--- src/dra_pkg.sv ---
// ----------------------------------------------------------------------------
// dra_pkg
// Types and constants shared by the DNS response address parser.
// ----------------------------------------------------------------------------
package dra_pkg;

    typedef struct packed {
        logic [7:0] response_byte;
        logic       last_byte;
    } dra_in_t;

    typedef struct packed {
        logic        lookup_ok;
        logic [31:0] ip_address;
    } dra_out_t;

    typedef enum logic [12:0] {
        PH_HEADER    = 13'b0000000000001,
        PH_QNAME     = 13'b0000000000010,
        PH_QSKIP     = 13'b0000000000100,
        PH_QPTR      = 13'b0000000001000,
        PH_QFIXED    = 13'b0000000010000,
        PH_ANAME     = 13'b0000000100000,
        PH_ASKIP     = 13'b0000001000000,
        PH_APTR      = 13'b0000010000000,
        PH_ATYPE     = 13'b0000100000000,
        PH_ACLASSTTL = 13'b0001000000000,
        PH_RDLEN     = 13'b0010000000000,
        PH_ADDR      = 13'b0100000000000,
        PH_DONE      = 13'b1000000000000
    } dra_phase_t;

    localparam logic [3:0]  HDR_FLAGS_HI  = 4'd2;
    localparam logic [3:0]  HDR_FLAGS_LO  = 4'd3;
    localparam logic [3:0]  HDR_ANCOUNT_HI = 4'd6;
    localparam logic [3:0]  HDR_ANCOUNT_LO = 4'd7;
    localparam logic [3:0]  HDR_LAST      = 4'd11;
    localparam logic [7:0]  QR_MASK       = 8'h80;
    localparam logic [7:0]  RCODE_MASK    = 8'h0F;
    localparam logic [7:0]  PTR_MASK      = 8'hC0;
    localparam logic [7:0]  QFIXED_LEN    = 8'd4;
    localparam logic [7:0]  ATYPE_LEN     = 8'd2;
    localparam logic [7:0]  CLASSTTL_LEN  = 8'd6;
    localparam logic [7:0]  RDLEN_LEN     = 8'd2;
    localparam logic [15:0] TYPE_A        = 16'd1;
    localparam logic [15:0] ADDR_LEN      = 16'd4;
    localparam logic [2:0]  ADDR_BYTES    = 3'd4;

endpackage

--- src/dns_response_address_parser_top.sv ---
// ----------------------------------------------------------------------------
// dns_response_address_parser_top
// Parses a DNS response byte stream and returns the first answer's IPv4
// address.
// ----------------------------------------------------------------------------
// Usage:
//   s_valid/s_ready/s_data carry one datagram byte per item, last_byte set on
//   the final byte. One byte is taken every cycle while s_ready is high.
//   Each byte updates the parse state in the cycle it is accepted; the final
//   byte also loads the result register, so m_valid rises in the cycle after
//   the last byte is accepted.
//   m_data.lookup_ok is 1 only for a clean response whose first answer is
//   type A with a 4-byte address; on failure ip_address is zero.
//   After the final byte the parser returns to its start state, so the next
//   datagram may follow immediately.
//   If the receiver stalls, the result is held in the output register and
//   input bytes keep flowing; s_ready drops only when a result is held and
//   another final byte would need the register.
//   Reset (aresetn low, synchronous) returns the parser to the header phase
//   and empties the output register.
// ----------------------------------------------------------------------------
module dns_response_address_parser_top (
    input  logic              aclk,
    input  logic              aresetn,
    input  logic              s_valid,
    output logic              s_ready,
    input  dra_pkg::dra_in_t  s_data,
    output logic              m_valid,
    input  logic              m_ready,
    output dra_pkg::dra_out_t m_data
);
    import dra_pkg::*;

    dra_phase_t  phase_reg,  phase_next;
    logic [3:0]  hpos_reg,   hpos_next;
    logic [7:0]  skip_reg,   skip_next;
    logic [7:0]  ancnt_hi_reg, ancnt_hi_next;
    logic        failed_reg, failed_next;
    logic [15:0] rtype_reg,  rtype_next;
    logic [15:0] rdlen_reg,  rdlen_next;
    logic [31:0] addr_reg,   addr_next;
    logic [2:0]  nbytes_reg, nbytes_next;
    logic        m_valid_reg;
    dra_out_t    m_data_reg;
    logic        accept;
    logic [7:0]  b;
    logic [7:0]  skip_dec;
    logic        ok;

    assign b        = s_data.response_byte;
    assign skip_dec = skip_reg - 8'd1;
    assign s_ready  = !m_valid_reg || m_ready || !s_data.last_byte;
    assign accept   = s_valid && s_ready;

    always_comb begin
        phase_next    = phase_reg;
        hpos_next     = hpos_reg;
        skip_next     = skip_reg;
        ancnt_hi_next = ancnt_hi_reg;
        failed_next   = failed_reg;
        rtype_next    = rtype_reg;
        rdlen_next    = rdlen_reg;
        addr_next     = addr_reg;
        nbytes_next   = nbytes_reg;
        if (!failed_reg) begin
            unique case (phase_reg)
                PH_HEADER: begin
                    if (hpos_reg == HDR_FLAGS_HI) begin
                        if ((b & QR_MASK) == 8'h00) failed_next = 1'b1;
                    end else if (hpos_reg == HDR_FLAGS_LO) begin
                        if ((b & RCODE_MASK) != 8'h00) failed_next = 1'b1;
                    end else if (hpos_reg == HDR_ANCOUNT_HI) begin
                        ancnt_hi_next = b;
                    end else if (hpos_reg == HDR_ANCOUNT_LO) begin
                        if (ancnt_hi_reg == 8'h00 && b == 8'h00) failed_next = 1'b1;
                    end
                    if (hpos_reg >= HDR_LAST) begin
                        hpos_next  = 4'd0;
                        phase_next = PH_QNAME;
                    end else begin
                        hpos_next = hpos_reg + 4'd1;
                    end
                end
                PH_QNAME, PH_ANAME: begin
                    if (b == 8'h00) begin
                        phase_next = (phase_reg == PH_QNAME) ? PH_QFIXED : PH_ATYPE;
                        skip_next  = (phase_reg == PH_QNAME) ? QFIXED_LEN : ATYPE_LEN;
                    end else if ((b & PTR_MASK) == PTR_MASK) begin
                        phase_next = (phase_reg == PH_QNAME) ? PH_QPTR : PH_APTR;
                    end else begin
                        phase_next = (phase_reg == PH_QNAME) ? PH_QSKIP : PH_ASKIP;
                        skip_next  = b;
                    end
                end
                PH_QSKIP: begin
                    skip_next = skip_dec;
                    if (skip_dec == 8'd0) phase_next = PH_QNAME;
                end
                PH_QPTR: begin
                    phase_next = PH_QFIXED;
                    skip_next  = QFIXED_LEN;
                end
                PH_QFIXED: begin
                    skip_next = skip_dec;
                    if (skip_dec == 8'd0) phase_next = PH_ANAME;
                end
                PH_ASKIP: begin
                    skip_next = skip_dec;
                    if (skip_dec == 8'd0) phase_next = PH_ANAME;
                end
                PH_APTR: begin
                    phase_next = PH_ATYPE;
                    skip_next  = ATYPE_LEN;
                end
                PH_ATYPE: begin
                    rtype_next = {rtype_reg[7:0], b};
                    skip_next  = skip_dec;
                    if (skip_dec == 8'd0) begin
                        phase_next = PH_ACLASSTTL;
                        skip_next  = CLASSTTL_LEN;
                    end
                end
                PH_ACLASSTTL: begin
                    skip_next = skip_dec;
                    if (skip_dec == 8'd0) begin
                        phase_next = PH_RDLEN;
                        skip_next  = RDLEN_LEN;
                    end
                end
                PH_RDLEN: begin
                    rdlen_next = {rdlen_reg[7:0], b};
                    skip_next  = skip_dec;
                    if (skip_dec == 8'd0) begin
                        if (rtype_reg != TYPE_A || rdlen_next != ADDR_LEN)
                            failed_next = 1'b1;
                        else
                            phase_next = PH_ADDR;
                    end
                end
                PH_ADDR: begin
                    addr_next   = {addr_reg[23:0], b};
                    nbytes_next = nbytes_reg + 3'd1;
                    if (nbytes_next >= ADDR_BYTES) phase_next = PH_DONE;
                end
                PH_DONE: ;
                default: failed_next = 1'b1;
            endcase
        end
    end

    assign ok = !failed_next && (phase_next == PH_DONE);

    always_ff @(posedge aclk) begin
        if (!aresetn) begin
            phase_reg    <= PH_HEADER;
            hpos_reg     <= '0;
            skip_reg     <= '0;
            ancnt_hi_reg <= '0;
            failed_reg   <= 1'b0;
            rtype_reg    <= '0;
            rdlen_reg    <= '0;
            addr_reg     <= '0;
            nbytes_reg   <= '0;
        end else if (accept) begin
            if (s_data.last_byte) begin
                phase_reg    <= PH_HEADER;
                hpos_reg     <= '0;
                skip_reg     <= '0;
                ancnt_hi_reg <= '0;
                failed_reg   <= 1'b0;
                rtype_reg    <= '0;
                rdlen_reg    <= '0;
                addr_reg     <= '0;
                nbytes_reg   <= '0;
            end else begin
                phase_reg    <= phase_next;
                hpos_reg     <= hpos_next;
                skip_reg     <= skip_next;
                ancnt_hi_reg <= ancnt_hi_next;
                failed_reg   <= failed_next;
                rtype_reg    <= rtype_next;
                rdlen_reg    <= rdlen_next;
                addr_reg     <= addr_next;
                nbytes_reg   <= nbytes_next;
            end
        end
    end

    always_ff @(posedge aclk) begin
        if (!aresetn) begin
            m_valid_reg <= 1'b0;
        end else if (accept && s_data.last_byte) begin
            m_valid_reg <= 1'b1;
        end else if (m_ready) begin
            m_valid_reg <= 1'b0;
        end
    end

    always_ff @(posedge aclk) begin
        if (accept && s_data.last_byte) begin
            m_data_reg.lookup_ok  <= ok;
            m_data_reg.ip_address <= ok ? addr_next : 32'd0;
        end
    end

    assign m_valid = m_valid_reg;
    assign m_data  = m_data_reg;

endmodule

--- config.mk ---
export PLATFORM = sky130hd
export DESIGN_NAME = dns_response_address_parser_top
export DESIGN_NICKNAME = d
export VERILOG_FILES = /design/src/dra_pkg.sv /design/src/dns_response_address_parser_top.sv
export SDC_FILE = /design/constraint.sdc
export NUM_CORES = 1
export LEC_CHECK = 0
export BUFFER_PORTS_ARGS = -buffer_cell sky130_fd_sc_hd__buf_2
export CORE_ASPECT_RATIO = 0.8
export CORE_MARGIN = 3
export CORE_UTILIZATION = 40
export CTS_BUF_LIST = sky130_fd_sc_hd__clkbuf_8
export DETAILED_ROUTE_END_ITERATION = 8
export SETUP_SLACK_MARGIN = 0.02
export SLEW_MARGIN = 20
export SYNTH_ARGS = -nofsm -noshare
export SYNTH_HDL_FRONTEND = slang
export SYNTH_SLANG_ARGS = --single-unit
--- constraint.sdc ---
create_clock -name aclk -period 3.1 [get_ports aclk]
set_input_delay 0.62 -clock aclk [delete_from_list [all_inputs] [get_ports aclk]]
set_output_delay 0.62 -clock aclk [all_outputs]
set_load 0.005 [all_outputs]
Word-level counts from Yosys, hierarchy flattened. Cells that the tools add are included.

Register bits after elaboration: 127. Logic and storage cells: 134. Input bits: 13. Output and inout bits: 35.

Muxes and demuxes: 60. Equality and inequality tests: 25. Reductions and logical operators: 32. Magnitude comparators: 2. Add/sub/neg operators: 3.

Operators by type and width (count): two-way mux 8 bit (17); two-way mux 13 bit (10); one-hot mux 13 bit (10 select lines) (1); two-way mux 32 bit (3); two-way mux 16 bit (3); one-hot mux 8 bit (6 select lines) (1); logical NOT 8 bit (4); == test 13 bit (second input constant) (2); two-way mux 9 bit (2); two-way mux 4 bit (4); != test 16 x 1 -> 1 bit (second input constant) (1); != test 16 x 3 -> 1 bit (second input constant) (1); == test 13 x 1 -> 1 bit (second input constant) (1); == test 13 x 10 -> 1 bit (second input constant) (1); == test 13 x 11 -> 1 bit (second input constant) (1); == test 13 x 12 -> 1 bit (second input constant) (1); == test 13 x 2 -> 1 bit (second input constant) (1); == test 13 x 3 -> 1 bit (second input constant) (1); == test 13 x 4 -> 1 bit (second input constant) (1); == test 13 x 5 -> 1 bit (second input constant) (1); == test 13 x 6 -> 1 bit (second input constant) (1); == test 13 x 7 -> 1 bit (second input constant) (1); == test 13 x 8 -> 1 bit (second input constant) (1); == test 13 x 9 -> 1 bit (second input constant) (1); 26 further kinds (61).

Longest topological paths before layout. Gate-level depths: netlist (run 1).

Word-level depth: 11. Depth in mapped cells: 11. Depth with buffers taken out: 8.

Worst setup path before layout (run 1). No wires, ideal clock.

Kind: reg-to-reg. From: register phase_reg[4]. To: register skip_reg[1]. Period minus slack after synthesis: 2.699 ns. Cell stages (with the launch flop): 11. Data required time: 2.986 ns. Slack: 0.401 ns. Buffers on the path: 4. Library setup time: 0.114 ns. Arrival: 2.585 ns. Cells stage by stage: dfxtp_1 -> buf_6 -> or4_4 -> buf_6 -> or4_4 -> buf_6 -> o211a_1 -> buf_6 -> a311o_1 -> and2_4 -> a21bo_1.

Longest elaborated chain between the ends: 6. Elaborated cells on any way between the ends: 20. Classes of those cells: eq/ne (11); mux (5); reduce/logical (4).

RTL lines: start: declaration (RTL line dns_response_address_parser_top.sv:34) `dra_phase_t phase_reg, phase_next;`; start signal: assignment (RTL line dns_response_address_parser_top.sv:176) `phase_reg <= phase_next;`; == test 13 x 2 -> 1 bit (RTL line dns_response_address_parser_top.sv:66, dns_response_address_parser_top.sv:87); two-way mux 3 bit (RTL line dns_response_address_parser_top.sv:87) `skip_next = (phase_reg == PH_QNAME) ? QFIXED_LEN : ATYPE_LEN;`; two-way mux 8 bit (RTL line dns_response_address_parser_top.sv:85) `if (b == 8'h00) begin`; one-hot mux 8 bit (6 select lines) (RTL line dns_response_address_parser_top.sv:66) `unique case (phase_reg)`; two-way mux 8 bit (RTL line dns_response_address_parser_top.sv:65) `if (!failed_reg) begin`; two-way mux 8 bit (RTL line dns_response_address_parser_top.sv:165) `if (s_data.last_byte) begin`; end signal: assignment (RTL line dns_response_address_parser_top.sv:178) `skip_reg <= skip_next;`; end: declaration (RTL line dns_response_address_parser_top.sv:36) `logic [7:0] skip_reg, skip_next;`.

Several ways; a longest one is shown, not always the timed one. The select of a mux whose other input is x is not followed. A chain may end at the register's enable or synchronous reset.

Final worst setup path (run 1).
From: register phase_reg[2]. To: register ancnt_hi_reg[1].

Longest elaborated chain between the ends: 3.

RTL lines: == test 13 x 1 -> 1 bit (RTL line dns_response_address_parser_top.sv:66); nonzero test 2 bit (no line); AND reduction 6 bit (no line); end signal: assignment (RTL line dns_response_address_parser_top.sv:179) `ancnt_hi_reg <= ancnt_hi_next;`; end: declaration (RTL line dns_response_address_parser_top.sv:37) `logic [7:0] ancnt_hi_reg, ancnt_hi_next;`.

No other way between the ends.

==> results of run 1 <==
report_power, final:
| group | internal, mW | total [mW] | switching (mW) |
|---|---|---|---|
| Combinational | 0.0460 | 0.164 | 0.118 |
| Clock | 0.533 | 1.21 | 0.678 |
| Sequential | 1.71 | 1.72 | 0.00718 |
| Total | 2.29 | 3.10 | 0.804 |
layout make-up:
type                            count  area [um2]  area share
Multi-Input combinational cell    517        3024      0.4242
Sequential cell                   127        2873      0.4029
Timing Repair Buffer               95       608.1     0.08529
Tap cell                          210       262.8     0.03686
Clock buffer                       17       234.0     0.03282
Clock inverter                     15       82.58     0.01158
Inverter                           12       45.04    0.006318
per-layer routing:
metal / vias to the layer above / wire length, um / track usage
met3: 26 / 1661 / 0.05292
li1: 2739 / - / -
met1: 2778 / 9152 / 0.3401
met5: - / 0 / 0
met4: 0 / 218 / 0.06940
met2: 236 / 8533 / 0.3335
synthesized netlist by cell type, types with 11 or more instances:
cell	number	area share
dfxtp_1	94	0.30
nor2_1	94	0.057
a21oi_1	48	0.039
edfxtp_1	33	0.16
nand2_1	95	0.058
clkbuf_1	47	0.028
nand3_1	11	0.0089
o21ai_0	15	0.012
nor3_1	14	0.011
nand4_1	13	0.013
inv_1	11	0.0067
nor4_1	22	0.022
a22oi_1	68	0.082
metrics by stage:
stage,hold slack (ns),instance area [um2],util,total power [mW],cells
after floorplan,0.4610,6197,-,1.839,715
after global placement,0.4715,6809,0.4505,1.921,961
after detailed placement,0.4786,6809,0.4505,1.922,961
after CTS,0.4062,7126,0.4714,3.125,993
after global routing,0.4235,7129,0.4717,3.219,993
final,0.4227,7129,0.4717,3.097,993
cell families after synthesis:
group,Yosys count,synth area share
adders and majority gates,5,0.01009
buffers and inverters,71,0.05007
and+or+nand+nor,311,0.2473
xor gates and xnor gates,9,0.01272
muxes,2,0.003230
DFF,127,0.4636
AOI/OAI and AO/OA,190,0.2130
tightest hold or removal path, cell delays in order:
cell	delay [ns]
buf_2	0.08
nand2b_1	0.09
a21oi_1	0.05
worst paths after layout:
| path | start | to | slack (ns) |
|---|---|---|---|
| hold reg to reg | m_valid | m_valid | 0.49 |
| hold / removal | m_ready | m_valid | 0.42 |
| setup / recovery | phase_reg[2] | ancnt_hi_reg[1] | 0.25 |
| setup reg to reg | phase_reg[2] | ancnt_hi_reg[1] | 0.25 |
==> flow_metrics.env, run 1 <==
export IMPL_period_share=0.9209
export IMPL_start_util=0.4100
export IMPL_slew_violations=0
export IMPL_start_kind="flip-flop"
export IMPL_dieArea_mm2=0.01703
export IMPL_h_tree_depth=4
export IMPL_clk_pin_slew_worst_paths_ns=0.08
export IMPL_period_minus_slack_ns=2.855
export IMPL_grt_overflow=0
export IMPL_hold_class="in -> reg"
export IMPL_largest_reg_flops=33
export IMPL_grt_pass1_wl_um=31040
export IMPL_grt_total_usage=0.2298
export IMPL_antenna_cells=0
export IMPL_grt_max_degree=46
export IMPL_status="finished clean"
export IMPL_area_growth_pct=15.04
export IMPL_syn_cell_area_mm2=0.006197
export IMPL_post_place_ws_ns=0.3107
export IMPL_die_y_um=117.3
export IMPL_end_kind="flip-flop"
export IMPL_clock_sinks=127
export IMPL_slew_headroom=0.4642
export IMPL_synth_edf_count=33
export IMPL_layout_common_cells="95 x nand2_1, 94 x dfxtp_1, 93 x nor2_1, 68 x a22oi_1, 48 x a21oi_1"
export IMPL_hpwl_um=13630
export IMPL_grt_pass1_vias=5454
export IMPL_postSynth_asyncResetShare=0
export IMPL_cpMaxStageDelayCell="or4b_2"
export IMPL_critPathArrivalTime_ns=3.25
export IMPL_clockBufferDepth=2
export IMPL_drtIter0Drc=689
export IMPL_yosysWarnings=0
export IMPL_setup_violations_final=0
export IMPL_crit_fanout=11
export IMPL_tns_ns=0
export IMPL_crit_type="reg -> reg"
export IMPL_rows=40
export IMPL_holdBufCountCts=0
export IMPL_clock_latency_ns=0.47
export IMPL_via_per_inst=5.820
export IMPL_post_route_cells_drive_above_1_share=0.1877
export IMPL_gp_congestion=0.9528
export IMPL_final_common_cell="nand2_1"
export IMPL_cts_resized=0
export IMPL_cts_buffers=17
export IMPL_synth_cell_types=68
export IMPL_ys_flop_type="dfxtp_1"
export IMPL_ys_ff_latch=127
export IMPL_reg2regPathDepth=7
export IMPL_pin_count=48
export IMPL_cp_num_buf_inv=1
export IMPL_maxCapViolations=0
export IMPL_crit_family="simple AND/OR/NAND/NOR gates"
export IMPL_skew_ns=0.01640
export IMPL_io_buffer_count=47
export IMPL_holdPathStages=3
export IMPL_syn_nets=733
export IMPL_drc=0
export IMPL_power_density_mw_per_mm2=434.4
export IMPL_wl_um=19570
export IMPL_path_cells="buf_4 > or4b_2 > or4_4 > or3_4 > nor3_2 > a22oi_1 > nor2_1"
export IMPL_leakage_nw=2.510
export IMPL_layout_setup_ws_ns=0.2453
export IMPL_fmax_ghz=0.3503
export IMPL_ir_drop_uv=289.6
export IMPL_drt_antenna_violating_nets=0
export IMPL_worst_pin_slew_ns=0.7964
export IMPL_cp_depth=7
export IMPL_clock_root_buffer="clkbuf_8"
export IMPL_core_area_mm2=0.01511
export IMPL_fillers=1514
export IMPL_crit_required_ns=3.50
export IMPL_die_x_um=145.2
export IMPL_syn_inst=715
export IMPL_syn_avg_cell_area_um2=8.667
export IMPL_rsz0062_at_grt="no"
export IMPL_via_count=5779
export IMPL_slowest_delay_ns=0.69
export IMPL_hold_viol=0
export IMPL_cts_setup_buffers=0
export IMPL_cts_tree="done"
export IMPL_dr_pass1_iters=7
export IMPL_wl_per_cell_um=19.70
export IMPL_nets=788
export IMPL_yosysSeqAreaShare=0.4636
export IMPL_antenna_found_initial=0
Power figures use the tool's default switching activity.
==> inputs of run 2 (changes only) <==
==> constraint.sdc (replaced) <==
create_clock -name aclk -period 3.3 [get_ports aclk]
set_input_delay 0.66 -clock aclk [delete_from_list [all_inputs] [get_ports aclk]]
set_output_delay 0.66 -clock aclk [all_outputs]
set_load 0.005 [all_outputs]
==> run 2 against run 1 <==
Core utilization barely moved. Power rose by 4.2%. Global-route usage fell by 0.63 points. Die area did not move. Fmax fell by 2.6%. Clock skew fell by 0.0062 ns. Non-clock buffer count fell by 14. Register-to-register slack improved by 0.12 ns. Combinational power fell by 9.8%. Largest cell class unchanged.
==> flow_metrics.env, run 2 (synthesized netlist as in run 1, its figures left out) <==
export IMPL_period_minus_slack_ns=2.932
export IMPL_die_y_um=117.3
export IMPL_end_kind="flip-flop"
export IMPL_largest_reg_flops=33
export IMPL_wl_um=19330
export IMPL_post_route_cells_drive_above_1_share=0.1769
export IMPL_clk_pin_slew_worst_paths_ns=0.08
export IMPL_rows=40
export IMPL_worst_pin_slew_ns=0.7094
export IMPL_fmax_ghz=0.3410
export IMPL_drc=0
export IMPL_die_x_um=145.2
export IMPL_drtIter0Drc=678
export IMPL_pin_count=48
export IMPL_via_per_inst=5.866
export IMPL_rsz0062_at_grt="no"
export IMPL_via_count=5743
export IMPL_hold_class="reg -> reg"
export IMPL_antenna_cells=0
export IMPL_grt_pass1_wl_um=30530
export IMPL_final_common_cell="nand2_1"
export IMPL_min_from="m_valid"
export IMPL_regArea_mm2=0.002873
export IMPL_path_cells="or4_1 > or4_4 > o211a_1 > nand4_1 > nand4b_2 > buf_4 > a21oi_1"
export IMPL_clock_latency_ns=0.44
export IMPL_status="finished clean"
export IMPL_area_growth_pct=15.00
export IMPL_dr_pass1_iters=6
export IMPL_leakage_nw=2.477
export IMPL_grt_max_degree=44
export IMPL_cts_setup_buffers=0
export IMPL_gp_congestion=0.9706
export IMPL_slew_violations=0
export IMPL_crit_required_ns=3.58
export IMPL_antenna_found_initial=0
export IMPL_crit_type="reg -> reg"
export IMPL_wl_per_cell_um=19.75
export IMPL_multi_input_area_mm2=0.003024
export IMPL_crit_fanout=33
export IMPL_h_tree_depth=4
export IMPL_grt_overflow=0
export IMPL_slowest_delay_ns=0.69
export IMPL_clock_sinks=127
export IMPL_slew_headroom=0.5221
export IMPL_nets=774
export IMPL_period_share=0.8886
export IMPL_layout_common_cells="95 x nand2_1, 94 x dfxtp_1, 93 x nor2_1, 68 x a22oi_1, 48 x a21oi_1"
export IMPL_grt_pass1_vias=5291
export IMPL_cts_tree="done"
export IMPL_ir_drop_uv=367.5
export IMPL_core_area_mm2=0.01511
export IMPL_setup_violations_final=0
export IMPL_r2r_start="phase_reg[0]"
export IMPL_hpwl_um=13430
export IMPL_final_core_util=0.4715
export IMPL_cts_resized=0
export IMPL_fillers=1505
export IMPL_clockBufferDepth=2
export IMPL_dieArea_mm2=0.01703
export IMPL_tns_ns=0
export IMPL_holdBufCountCts=0
export IMPL_drt_antenna_violating_nets=0
export IMPL_io_buffer_count=47
export IMPL_cts_buffers=17
export IMPL_grt_total_usage=0.2235
export IMPL_critPathArrivalTime_ns=3.21
export IMPL_power_density_mw_per_mm2=452.6
export IMPL_start_kind="flip-flop"
export IMPL_cpMaxStageDelayCell="or4_1"
export IMPL_hold_viol=0
export IMPL_startpoint="phase_reg[0]"
export IMPL_clock_root_buffer="clkbuf_8"
export IMPL_start_util=0.4100
export IMPL_maxCapViolations=0
export IMPL_skew_ns=0.01025
-- run 2: cell types whose count changed in the layout (fill, tap and decap cells not counted), sizes merged --
cell / delta
buf: -14
bufinv: +3
clkbuf: +3
clkinv: +1
clkinvlp: -2
inv: -5
-- run 2: where the power goes --
| part | switching [mW] | total, mW | internal (mW) | leakage (nW) |
|---|---|---|---|---|
| logic | 0.107 | 0.148 | 0.0414 | 1.19 |
| registers | 0.00684 | 1.62 | 1.61 | 1.06 |
| clock network | 0.648 | 1.46 | 0.812 | 0.225 |
| total | 0.762 | 3.23 | 2.46 | 2.48 |
-- run 2: metrics by stage --
stage	total power [mW]	setup WS (ns)	std cells	cell area [um2]	hold slack [ns]
after floorplan	1.728	0.6008	715	6197	0.4610
after global placement	1.799	0.4761	947	6691	0.4684
after detailed placement	1.799	0.3859	947	6691	0.4815
after CTS	3.250	0.4066	979	7123	0.4712
after global routing	3.338	0.2225	979	7127	0.4740
final	3.226	0.3677	979	7127	0.4965
-- run 2: final cells by class --
cell class                      count  share of cell area
Inverter                           12            0.006320
Tap cell                          210             0.03687
Sequential cell                   127              0.4031
Multi-Input combinational cell    517              0.4243
Timing Repair Buffer               81             0.06882
Clock inverter                     12             0.02195
Clock buffer                       20             0.03862
-- run 2: worst paths after layout --
check                            endpoint  slack, ns  cells past startpoint
worst max-delay path            m_data[1]       0.37                      7
worst min-delay path              m_valid       0.50                      2
worst max register to register  m_data[1]       0.37                      7
worst min register to register    m_valid       0.50                      2
-- run 2: worst max-delay path: cells and delay by family, from the launching register on --
| kind | cells | cell delay (ns) |
|---|---|---|
| AND/OR/NAND/NOR | 4 | 1.61 |
| AO/OA/AOI/OAI | 2 | 0.49 |
| flip-flops | 1 | 0.42 |
| buffers and inverters | 1 | 0.25 |
-- run 2: metal layers --
layer,track usage,share of wire
met1,0.3402,0.49
met2,0.3159,0.42
met3,0.05871,0.082
met4,0.05042,0.0076
met5,0,0
==> inputs of run 3 (changes only) <==
==> constraint.sdc (replaced) <==
create_clock -name aclk -period 3.3 [get_ports aclk]
set_input_delay 0.99 -clock aclk [delete_from_list [all_inputs] [get_ports aclk]]
set_output_delay 0.99 -clock aclk [all_outputs]
set_load 0.005 [all_outputs]
==> run 3 against run 2 <==
Die area did not move. Setup slack worse by 0.17 ns. Clock skew grew 0.0062 ns. Fmax down 5.4%. Power down 2.3%. Flip-flop and latch count unchanged. Combinational power about the same. Global-route usage shrank 0.53 points. Via count increased by 1.2%. Sequential power is essentially flat. Sequential share of layout area grew 0.23 points. Non-clock buffer count down 4. Critical endpoint is now phase_reg[9]. Largest cell class unchanged. Highest routed layer unchanged.
==> flow_metrics.env, run 3 (synthesized netlist as in run 1, its figures left out) <==
export IMPL_cts_resized=0
export IMPL_wl_per_cell_um=19.35
export IMPL_multi_input_area_mm2=0.003020
export IMPL_fmax_ghz=0.3226
export IMPL_postPlaceCellArea_mm2=0.006686
export IMPL_setup_violations_final=0
export IMPL_cp_num_buf_inv=0
export IMPL_final_common_cell="nand2_1"
export IMPL_hpwl_um=13020
export IMPL_largest_reg_flops=33
export IMPL_slew_headroom=0.4454
export IMPL_drtIter0Drc=768
export IMPL_stdcell_count=975
export IMPL_p_comb_frac=0.048
export IMPL_antenna_cells=0
export IMPL_grt_pass1_vias=5310
export IMPL_fillers=1463
export IMPL_tns_ns=0
export IMPL_cpMaxStageDelayCell="a311oi_1"
export IMPL_dr_pass1_iters=5
export IMPL_crit_family="compound AO/OA/AOI/OAI gates"
export IMPL_ir_drop_uv=315.2
export IMPL_placedCellCount=943
export IMPL_start_kind="flip-flop"
export IMPL_h_tree_depth=4
export IMPL_die_y_um=117.3
export IMPL_drt_antenna_violating_nets=0
export IMPL_worst_pin_slew_ns=0.8248
export IMPL_io_buffer_count=47
export IMPL_final_area_mm2=0.007087
export IMPL_pwr_share_clk=0.439
export IMPL_via_count=5814
export IMPL_slew_violations=0
export IMPL_cp_common_cell="or4_4"
export IMPL_grt_overflow=0
export IMPL_drc=0
export IMPL_antenna_found_initial=0
export IMPL_die_x_um=145.2
export IMPL_cts_setup_buffers=0
export IMPL_clock_sinks=127
export IMPL_rrSetupSlack_ns=0.20
export IMPL_post_route_cells_drive_above_1_share=0.1686
export IMPL_grt_max_degree=48
export IMPL_leakage_nw=2.439
export IMPL_regArea_mm2=0.002873
export IMPL_wl_um=18870
export IMPL_seq_power_share=0.513
export IMPL_core_area_mm2=0.01511
export IMPL_maxCapViolations=0
export IMPL_grt_pass1_wl_um=29570
export IMPL_crit_fanout=17
export IMPL_rsz0062_at_grt="no"
export IMPL_hold_slack_ns=0.4870
export IMPL_clock_latency_ns=0.45
export IMPL_crit_required_ns=3.67
export IMPL_dieArea_mm2=0.01703
export IMPL_holdBufCountCts=0
export IMPL_rows=40
export IMPL_critPathArrivalTime_ns=3.47
export IMPL_nets=770
export IMPL_gp_congestion=0.9804
export IMPL_start_util=0.4100
export IMPL_clk_pin_slew_worst_paths_ns=0.08
export IMPL_clockBufferDepth=2
export IMPL_total_power_mw=3.152
export IMPL_pin_count=48
export IMPL_power_density_mw_per_mm2=444.8
export IMPL_clock_root_buffer="clkbuf_8"
export IMPL_power_switching_mw=0.7556
export IMPL_via_per_inst=5.963
export IMPL_swShare=0.2397
export IMPL_hold_viol=0
export IMPL_path_cells="or4_4 > or4_4 > o211a_1 > a311oi_1 > a32oi_1 > o21ai_0"
export IMPL_crit_type="reg -> reg"
export IMPL_layout_common_cells="95 x nand2_1, 94 x dfxtp_1, 93 x nor2_1, 68 x a22oi_1, 48 x a21oi_1"
export IMPL_period_minus_slack_ns=3.100
export IMPL_cts_buffers=17
export IMPL_period_share=0.9393
export IMPL_area_growth_pct=14.35
export IMPL_cts_tree="done"
export IMPL_grt_total_usage=0.2182
export IMPL_end_kind="flip-flop"
export IMPL_status="finished clean"
export IMPL_p_int_mw=2.397
export IMPL_hold_class="reg -> reg"
export IMPL_skew_ns=0.01645
export IMPL_slowest_delay_ns=0.66
run 3: changes by cell type in the layout (fill, tap and decap cells not counted), sizes merged:
cell,previous run,this run
buf,81,77
clkbuf,20,17
clkinvlp,0,2
inv,15,16
run 3: layout make-up:
type / count / share of cell area
Clock buffer: 17 / 0.03302
Clock inverter: 15 / 0.02348
Inverter: 12 / 0.006356
Multi-Input combinational cell: 517 / 0.4262
Sequential cell: 127 / 0.4054
Tap cell: 210 / 0.03708
Timing Repair Buffer: 77 / 0.06850
run 3: power by group through the flow:
| stage | combinational, mW | sequential (mW) | clock, mW |
|---|---|---|---|
| 6_report | 0.150 | 1.62 | 1.38 |
| 2_1_floorplan | 0.0727 | 1.65 | 0 |
| 5_1_grt | 0.160 | 1.62 | 1.49 |
| 3_5_place_dp | 0.148 | 1.65 | 0 |
| 3_3_place_gp | 0.147 | 1.65 | 0 |
| 4_1_cts | 0.148 | 1.62 | 1.41 |
run 3: path summary, 6_finish.rpt:
check / end / cells after the start / from
min: m_valid / 2 / m_valid
max: phase_reg[9] / 6 / phase_reg[5]
min reg2reg: m_valid / 2 / m_valid
max reg2reg: phase_reg[9] / 6 / phase_reg[5]
run 3: metal layers:
| layer | up-vias | wire [um] | GRT usage |
|---|---|---|---|
| met5 | - | 0 | 0 |
| met4 | 0 | 293 | 0.06406 |
| met3 | 33 | 1625 | 0.06296 |
| met2 | 250 | 8090 | 0.3074 |
| met1 | 2827 | 8858 | 0.3236 |
| li1 | 2704 | - | - |
run 3: worst reg2reg max path, cell delays in order (launching register included):
cell      delay (ns)
dfxtp_1         0.46
or4_4           0.64
or4_4           0.59
o211a_1         0.38
a311oi_1        0.66
a32oi_1         0.19
o21ai_0         0.10
run 3: stage by stage:
step | util | setup WS, ns
6_report | 0.4689 | 0.2002
5_1_grt | 0.4689 | 0.1107
4_1_cts | 0.4689 | 0.2885
3_5_place_dp | 0.4424 | 0.03749
3_3_place_gp | 0.4424 | 0.2620
2_1_floorplan | - | 0.3025
